--- src/rtl/bfs_pkg.sv ---
`timescale 1ns / 1ps

package bfs_pkg;

   // Width of one adjacency row word; also the node limit the field widths allow
   localparam int ROW_BITS      = 32;
   // Default storage depth (nodes)
   localparam int MAX_NODES_DEF = 32;
   // node_count after reset
   localparam logic [5:0] NODE_COUNT_RESET = 6'd32;

   // Input word: one adjacency row
   typedef struct packed {
      logic [4:0]          row_index;
      logic [ROW_BITS-1:0] row_bits;
      logic                last_row;
   } req_type;

   // Result word: distance of one node
   typedef struct packed {
      logic [4:0] node_index;
      logic [4:0] hop_distance;
      logic       reachable;
      logic       last;
   } rsp_type;

   // Controller to datapath commands
   typedef struct packed {
      logic row_wr;   // store the incoming row
      logic init;     // seed the search with node 0
      logic u_rd;     // pop queue head, read its row and distance
      logic u_latch;  // capture row and distance of the popped node
      logic v_eval;   // test neighbor candidate v
      logic k_clr;    // restart result counter
      logic k_load;   // load result register for node k
      logic k_inc;    // advance to next node
   } cmd_type;

   // Datapath to controller status
   typedef struct packed {
      logic queue_more; // queue holds a node to expand
      logic v_last;     // candidate is the last node in use
      logic k_last;     // result node is the last node in use
      logic rsp_taken;  // result word taken this cycle
   } status_type;

endpackage

--- src/rtl/bfs_ctrl.sv ---
`timescale 1ns / 1ps

module bfs_ctrl import bfs_pkg::*; (
   input  logic       clock,
   input  logic       reset,
   input  logic       req_valid,
   input  logic       req_last_row,
   output logic       req_stall,
   input  status_type status,
   output cmd_type    cmd
);

   localparam logic [3:0] S_LOAD   = 4'd0;
   localparam logic [3:0] S_INIT   = 4'd1;
   localparam logic [3:0] S_DEQ    = 4'd2;
   localparam logic [3:0] S_UADDR  = 4'd3;
   localparam logic [3:0] S_ULATCH = 4'd4;
   localparam logic [3:0] S_VADDR  = 4'd5;
   localparam logic [3:0] S_VEVAL  = 4'd6;
   localparam logic [3:0] S_KADDR  = 4'd7;
   localparam logic [3:0] S_KLOAD  = 4'd8;
   localparam logic [3:0] S_KWAIT  = 4'd9;

   logic [3:0] state_ff;
   logic [3:0] state_in;

   // Rows are taken only while loading
   assign req_stall = (state_ff != S_LOAD);

   // Next state and commands
   always_comb begin
      state_in = state_ff;
      cmd      = '0;
      unique case (state_ff)
         S_LOAD: begin
            cmd.row_wr = req_valid;
            if (req_valid && req_last_row) state_in = S_INIT;
         end
         S_INIT: begin
            cmd.init = 1'b1;
            state_in = S_DEQ;
         end
         S_DEQ: begin
            if (status.queue_more) begin
               state_in = S_UADDR;
            end else begin
               cmd.k_clr = 1'b1;
               state_in  = S_KADDR;
            end
         end
         S_UADDR: begin
            cmd.u_rd = 1'b1;
            state_in = S_ULATCH;
         end
         S_ULATCH: begin
            cmd.u_latch = 1'b1;
            state_in    = S_VADDR;
         end
         S_VADDR: begin
            state_in = S_VEVAL;
         end
         S_VEVAL: begin
            cmd.v_eval = 1'b1;
            state_in   = status.v_last ? S_DEQ : S_VADDR;
         end
         S_KADDR: begin
            state_in = S_KLOAD;
         end
         S_KLOAD: begin
            cmd.k_load = 1'b1;
            state_in   = S_KWAIT;
         end
         S_KWAIT: begin
            if (status.rsp_taken) begin
               if (status.k_last) begin
                  state_in = S_LOAD;
               end else begin
                  cmd.k_inc = 1'b1;
                  state_in  = S_KADDR;
               end
            end
         end
         default: begin
            state_in = S_LOAD;
         end
      endcase
   end

   always_ff @(posedge clock) begin
      if (reset) begin
         state_ff <= S_LOAD;
      end else begin
         state_ff <= state_in;
      end
   end

endmodule

--- src/rtl/bfs_datapath.sv ---
`timescale 1ns / 1ps

module bfs_datapath import bfs_pkg::*; #(
   parameter int MAX_NODES = MAX_NODES_DEF
) (
   input  logic       clock,
   input  logic       reset,
   input  req_type    req_word,
   input  logic       rsp_stall,
   output logic       rsp_valid,
   output rsp_type    rsp_word,
   input  logic       csr_wr_en,
   input  logic [5:0] csr_wr_data,
   input  cmd_type    cmd,
   output status_type status
);

   // Nodes actually usable: storage depth, capped by the row word width
   localparam int NLIM = (MAX_NODES < ROW_BITS) ? MAX_NODES : ROW_BITS;
   localparam int IW   = $clog2(NLIM);
   localparam int CW   = $clog2(NLIM + 1);

   logic [NLIM-1:0] adj_mem   [NLIM];
   logic [4:0]      dist_mem  [NLIM];
   logic [IW-1:0]   queue_mem [NLIM];

   logic [5:0]      node_count_ff;
   logic [NLIM-1:0] visited_ff;
   logic [CW-1:0]   head_ff;
   logic [CW-1:0]   tail_ff;
   logic [CW-1:0]   v_ff;
   logic [CW-1:0]   k_ff;
   logic [IW-1:0]   u_ff;
   logic [NLIM-1:0] rowu_ff;
   logic [4:0]      du_ff;
   logic [NLIM-1:0] adj_rd_ff;
   logic [4:0]      dist_rd_ff;
   logic [IW-1:0]   q_rd_ff;
   logic            rsp_valid_ff;
   rsp_type         rsp_word_ff;

   logic [CW-1:0]   n_use;
   logic            row_in_range;
   logic [IW-1:0]   row_addr;
   logic [IW-1:0]   v_idx;
   logic [IW-1:0]   k_idx;
   logic [IW-1:0]   adj_raddr;
   logic [IW-1:0]   dist_raddr;
   logic            hit;
   logic            q_room;
   logic            rsp_taken;

   // Nodes in use: zero counts as one, saturate at the limit
   always_comb begin
      if (node_count_ff == 6'd0) begin
         n_use = CW'(1);
      end else if (node_count_ff > 6'(NLIM)) begin
         n_use = CW'(NLIM);
      end else begin
         n_use = CW'(node_count_ff);
      end
   end

   assign row_in_range = ({1'b0, req_word.row_index} < 6'(NLIM));
   assign row_addr     = IW'(req_word.row_index);
   assign v_idx        = v_ff[IW-1:0];
   assign k_idx        = k_ff[IW-1:0];
   assign adj_raddr    = cmd.u_rd ? q_rd_ff : v_idx;
   assign dist_raddr   = cmd.u_rd ? q_rd_ff : k_idx;
   assign q_room       = (tail_ff < n_use);
   assign rsp_taken    = rsp_valid_ff && !rsp_stall;

   // Undirected edge test: row u bit v, or row v bit u
   assign hit = cmd.v_eval && !visited_ff[v_idx] && (rowu_ff[v_idx] || adj_rd_ff[u_ff]);

   // Adjacency rows: written while loading, read for node u and each candidate v
   always_ff @(posedge clock) begin
      if (cmd.row_wr && row_in_range) adj_mem[row_addr] <= req_word.row_bits[NLIM-1:0];
      adj_rd_ff <= adj_mem[adj_raddr];
   end

   // Distance store
   always_ff @(posedge clock) begin
      if (cmd.init) begin
         dist_mem[0] <= 5'd0;
      end else if (hit) begin
         dist_mem[v_idx] <= du_ff + 5'd1;
      end
      dist_rd_ff <= dist_mem[dist_raddr];
   end

   // Frontier FIFO
   always_ff @(posedge clock) begin
      if (cmd.init) begin
         queue_mem[0] <= '0;
      end else if (hit && q_room) begin
         queue_mem[tail_ff[IW-1:0]] <= v_idx;
      end
      q_rd_ff <= queue_mem[head_ff[IW-1:0]];
   end

   // Control state: config, visited map, queue pointers, result valid
   always_ff @(posedge clock) begin
      if (reset) begin
         node_count_ff <= NODE_COUNT_RESET;
         visited_ff    <= '0;
         head_ff       <= '0;
         tail_ff       <= '0;
         rsp_valid_ff  <= 1'b0;
      end else begin
         if (csr_wr_en) node_count_ff <= csr_wr_data;
         if (cmd.init) begin
            visited_ff <= NLIM'(1);
            head_ff    <= '0;
            tail_ff    <= CW'(1);
         end
         if (cmd.u_rd) head_ff <= head_ff + CW'(1);
         if (hit) begin
            visited_ff[v_idx] <= 1'b1;
            if (q_room) tail_ff <= tail_ff + CW'(1);
         end
         if (cmd.k_load) begin
            rsp_valid_ff <= 1'b1;
         end else if (rsp_taken) begin
            rsp_valid_ff <= 1'b0;
         end
      end
   end

   // Working registers and result word
   always_ff @(posedge clock) begin
      if (cmd.u_rd) u_ff <= q_rd_ff;
      if (cmd.u_latch) begin
         rowu_ff <= adj_rd_ff;
         du_ff   <= dist_rd_ff;
         v_ff    <= '0;
      end
      if (cmd.v_eval) v_ff <= v_ff + CW'(1);
      if (cmd.k_clr) k_ff <= '0;
      if (cmd.k_inc) k_ff <= k_ff + CW'(1);
      if (cmd.k_load) begin
         rsp_word_ff.node_index   <= 5'(k_ff);
         rsp_word_ff.reachable    <= visited_ff[k_idx];
         rsp_word_ff.hop_distance <= visited_ff[k_idx] ? dist_rd_ff : 5'd0;
         rsp_word_ff.last         <= (k_ff == n_use - CW'(1));
      end
   end

   assign status.queue_more = (head_ff < tail_ff) && (head_ff < n_use);
   assign status.v_last     = (v_ff == n_use - CW'(1));
   assign status.k_last     = (k_ff == n_use - CW'(1));
   assign status.rsp_taken  = rsp_taken;

   assign rsp_valid = rsp_valid_ff;
   assign rsp_word  = rsp_word_ff;

endmodule

--- src/rtl/bfs_hop_distance.sv ---
`timescale 1ns / 1ps
// Breadth-first hop distances from node 0 over an undirected view of a graph.
// req channel: one adjacency row word per item (row_index, row_bits, last_row).
//   Rows are taken one per cycle while the block is loading; rows with an
//   index beyond storage are dropped. The word with last_row set starts the
//   search, and req_stall stays high until every result has been delivered.
// rsp channel: one word per node in use, ascending node order, last set on
//   the final node; unreachable nodes come out with reachable 0, distance 0.
// csr port: csr_wr_en/csr_wr_data writes node_count (0 acts as 1, values above
//   the storage depth saturate). Write only while the block is idle.
// Search after the last row: seed node 0, check the queue, fetch each dequeued
//   node's row and distance, then scan every candidate neighbor in turn (single
//   read port of the adjacency memory); when the queue is empty, emit one
//   result word per node in use, each waiting while the receiver stalls.
// rsp_valid is registered; while rsp_stall is high the word holds and the
//   search controller waits. Reset (synchronous) returns to loading, clears
//   the visited map and queue pointers and sets node_count to 32; stored
//   rows are not cleared and must be written before they are searched.

module bfs_hop_distance import bfs_pkg::*; #(
   parameter int MAX_NODES = MAX_NODES_DEF
) (
   input  logic       clock,
   input  logic       reset,
   input  logic       req_valid,
   output logic       req_stall,
   input  req_type    req_word,
   output logic       rsp_valid,
   input  logic       rsp_stall,
   output rsp_type    rsp_word,
   input  logic       csr_wr_en,
   input  logic [5:0] csr_wr_data
);

   cmd_type    cmd;
   status_type status;

   // Sequencer
   bfs_ctrl u_ctrl (
      .clock        (clock),
      .reset        (reset),
      .req_valid    (req_valid),
      .req_last_row (req_word.last_row),
      .req_stall    (req_stall),
      .status       (status),
      .cmd          (cmd)
   );

   // Memories, visited map, queue pointers and result register
   bfs_datapath #(
      .MAX_NODES (MAX_NODES)
   ) u_datapath (
      .clock       (clock),
      .reset       (reset),
      .req_word    (req_word),
      .rsp_stall   (rsp_stall),
      .rsp_valid   (rsp_valid),
      .rsp_word    (rsp_word),
      .csr_wr_en   (csr_wr_en),
      .csr_wr_data (csr_wr_data),
      .cmd         (cmd),
      .status      (status)
   );

endmodule

--- config.mk ---
export PLATFORM = sky130hd
export DESIGN_NAME = bfs_hop_distance
export DESIGN_NICKNAME = d
export VERILOG_FILES = /design/src/rtl/bfs_pkg.sv /design/src/rtl/bfs_ctrl.sv /design/src/rtl/bfs_datapath.sv /design/src/rtl/bfs_hop_distance.sv
export SDC_FILE = /design/constraint.sdc
export NUM_CORES = 2
export LEC_CHECK = 0
export BUFFER_PORTS_ARGS = -buffer_cell sky130_fd_sc_hd__buf_4
export CORE_ASPECT_RATIO = 2
export CORE_MARGIN = 4
export CORE_UTILIZATION = 45
export DETAILED_ROUTE_END_ITERATION = 12
export HOLD_SLACK_MARGIN = 0.12
export PLACE_DENSITY = 0.61
export SLEW_MARGIN = 20
export SYNTH_ARGS = -nofsm -noshare
export SYNTH_HDL_FRONTEND = slang
export SYNTH_SLANG_ARGS = --single-unit
--- constraint.sdc ---
create_clock -name clock -period 6.5 [get_ports clock]
set_clock_uncertainty 0.15 [all_clocks]
set_input_delay 0.65 -clock clock [delete_from_list [all_inputs] [get_ports clock]]
set_output_delay 0.65 -clock clock [all_outputs]
set_load 0.005 [all_outputs]
==> impl_metrics.tcl <==
set metrics [dict create \
    status "complete, no violations" \
    worstSkewPairLatency_ns 0.74 \
    regToRegSetupSlack_ns 1.67 \
    final.period_utilization_pct 74.2 \
    dp_hpwl_microns 90800 \
    powerDensity_nw_per_um2 283 \
    final-seq-area_sq_um 44300 \
    syn_area_sq_um 59100 \
    multi_input_area_sq_um 14400 \
    vias 28800 \
    vias_per_cell 5.97 \
    fmax_mhz 207 \
    ys_seq_area_share_pct 74.9 \
    grt-ovfl-total 0 \
    start_kind "flop" \
    drc 0 \
    p_sw_mw 3.82 \
    tightest_slew_ns 1.13 \
    antenna_found_initial 5 \
    relSlewSlack_pct 24.2 \
    cts_tree "built" \
    critical_path_arrival_ns 5.02 \
    wl_microns 148000 \
    drv_cap 0 \
    whs_path_depth 1 \
    ys_types 65 \
    crit_family "simple AND/OR/NAND/NOR gates" \
    initial_utilization_pct 45.5 \
    crit_path_cell_trace "buf_4 > mux4_2 > a22o_1 > nor4b_4 > buf_4 > and2_1 > nand2_4 > nor4_1" \
    ys_ff_latch 1507 \
    synth.most_common_cell "edfxtp_1" \
    critical_path.startpoint "u_datapath.v_ff[0]$_SDFFCE_PP0P_" \
    netSwitchingFraction_pct 20.3 \
    clock_path_buffers 3 \
    required_ns 6.69 \
    port_buffers 62 \
    p_leak_nw 21.0 \
    synthesis.nets 2953 \
    synth_ff_type "edfxtp_1" \
    cts.root.buffer_cell "clkbuf_16" \
    slowest_stage "nor4_1" \
    cts.sinks 1507 \
    grt_usage_pct 21.4 \
    rr_startpoint "u_datapath.v_ff[0]$_SDFFCE_PP0P_" \
    synthCells 2880 \
    critical_path_buf_inv_count 2 \
    period_minus_slack_ns 4.83 \
    synth_edf_count 1410 \
    setup_viol 0 \
    grt_max_degree 89 \
    ys_top_cells_by_count "edfxtp_1, mux4_2, nand2_1, mux2i_1, dfxtp_1" \
    rows 187 \
    die_h_microns 521 \
    yosysWarnings 0 \
    power_frac_comb_pct 2.8 \
    rr_worst_depth 8 \
    slowest_delay_ns 0.92 \
    finalHoldViolations 0 \
    tns_ns 0 \
    critPathKind "flop to flop" \
    synth_top_area_cell "edfxtp_1" \
    whs_ns 0.181 \
    numCtsBuffers 121 \
    fillers 10200 \
    rsz0062_at_grt "false" \
    drive_gt1_share_pct 25.9 \
    place_congestion 0.856 \
    max-vdd-ir-drop_uv 223 \
    endpoint_kind "flop" \
    postSynthAreaPerCell_sq_um 20.5 \
    drv_slew 0 \
    ys_top_cells_by_area "edfxtp_1, mux4_2, dfxtp_1" \
    internal_power_mw 15.0 \
    hp-class "input pin to flop" \
    yosys.area.top_type_share_pct 71.6 \
    async_flop_share_pct 0 \
    hold_end "u_datapath.adj_mem[0][26]$_DFFE_PP_" \
    io_pins 63 \
    syn2layout_area_growth_pct 12.7 \
    critPathMaxFanout 26 \
    clkPwrFrac_pct 40.4 \
    die-area_sq_um 138000 \
    drt_iter0_drc 2469 \
    ant_nets 0 \
    firstDrtPassIters 5 \
    clk_pin_slew_ns 0.07 \
    htreeDepth 3 \
    power_frac_seq_pct 56.8 \
    nNetsFinal 3090 \
    postLayoutCoreUtil_pct 51.2 \
    cpMostUsedCell "buf_4" \
    grt_first_pass_wirelength_microns 214000 \
    fp.coreArea_sq_um 130000 \
    r2r_end "u_datapath.queue_mem[26][0]$_DFFE_PP_" \
    post_drt_wl_per_cell_microns 30.6 \
    die_w_microns 264 \
    grt_pass1_vias 30800 \
    hp-start "req_word[27]" \
]
==> power groups by stage <==
stage / clock network [mW] / registers [mW] / logic [mW]
after detailed placement: 0 / 10.9 / 0.506
final: 7.61 / 10.7 / 0.518
after CTS: 7.76 / 10.7 / 0.524
after global placement: 0 / 10.9 / 0.488
after global routing: 8.15 / 10.7 / 0.555
after floorplan: 0 / 10.9 / 0.267
==> routing by layer <==
metal | global-route usage, % | up-vias | part of all wire, %
li1 | - | 12200 | -
met1 | 24.4 | 15400 | 35
met2 | 40.5 | 896 | 56
met3 | 2.63 | 274 | 4.4
met4 | 8.59 | 2 | 4.3
met5 | 0 | - | 0.0047
==> registers in the layout, summed over array words and instances, names as in the netlist, 12 cells and up <==
signal	cells
u_datapath.adj_mem	1024
u_datapath.dist_mem	160
u_datapath.queue_mem	160
u_datapath.adj_rd_ff	32
u_datapath.rowu_ff	32
u_datapath.visited_ff	32
u_datapath.rsp_word	12
==> worst register-to-register path, stage by stage (launching register included) <==
cell      delay (ns)
edfxtp_1        0.81
buf_4           0.46
mux4_2          0.55
a22o_1          0.25
nor4b_4         0.28
buf_4           0.28
and2_1          0.39
nand2_4         0.33
nor4_1          0.93
==> logic make-up after synthesis <==
kind of cell | after synthesis | synth area share (%)
flip-flops | 1507 | 74.9
multiplexers | 521 | 16.8
AND/OR/NAND/NOR | 415 | 3.38
AO/OA/AOI/OAI | 200 | 2.51
buffers and inverters | 191 | 1.50
adder cells (fa/ha/maj) | 24 | 0.508
XOR/XNOR | 22 | 0.419
==> per-stage QoR <==
step                      instance area (sq um)  setup slack, ns  instances  total power, mW
after floorplan                           59100             1.67       2880             11.1
after global placement                    62000             1.60       4559             11.4
after detailed placement                  62100             1.71       4563             11.4
after CTS                                 66600             1.67       4821             19.0
after global routing                      66600             1.43       4825             19.4
final                                     66600             1.67       4826             18.8
==> timing repair <==
| action | CTS | global route |
|---|---|---|
| hold buffers | 29 | 0 |
| buffers inserted | 0 | 0 |
| endpoints found under the hold margin | 179 | 0 |
| setup endpoints to repair | 0 | 0 |
| resized for setup | 0 | 0 |
==> worst max path at each step <==
stage | endpoint | slack, ns | cells after the start
2_1_floorplan | u_datapath.du_ff[0]$_DFFE_PP_ | 1.67 | 2
3_5_place_dp | u_datapath.adj_rd_ff[17]$_DFF_P_ | 1.71 | 11
4_1_cts | u_datapath.adj_rd_ff[17]$_DFF_P_ | 1.67 | 11
5_1_grt | u_datapath.queue_mem[19][2]$_DFFE_PP_ | 1.43 | 8
3_3_place_gp | u_datapath.queue_mem[20][0]$_DFFE_PP_ | 1.60 | 8
6_report | u_datapath.queue_mem[26][0]$_DFFE_PP_ | 1.67 | 8
==> placed cells by master, fill, tap and decap left out, drive strengths merged, types with 8 or more instances in the layout <==
cell type    count
edfxtp        1410
mux4           377
nand2          156
buf            150
clkbuf         150
mux2i          137
dfxtp           97
nor2            90
clkinv          42
nor3            39
o21ai           38
a221oi          37
a32o            32
nor4            32
inv             32
a21oi           31
nand3           30
dlygate4sd3     29
ha              24
clkinvlp        17
nand4           14
bufinv          14
xnor2           13
nor2b           10
nand2b          10
and2            10
o211ai           9
nand3b           8
a211oi           8
==> cell type report <==
cell class,count,share of cell area (%)
sequential,1507,66.5
multi-input combinational,1182,21.6
clock buffer,150,4.96
tap,1701,3.19
timing repair buffer,179,2.40
clock inverter,79,1.23
inverter,26,0.146
antenna,2,0.00751
No activity file was read; power rests on OpenSTA's default activity.
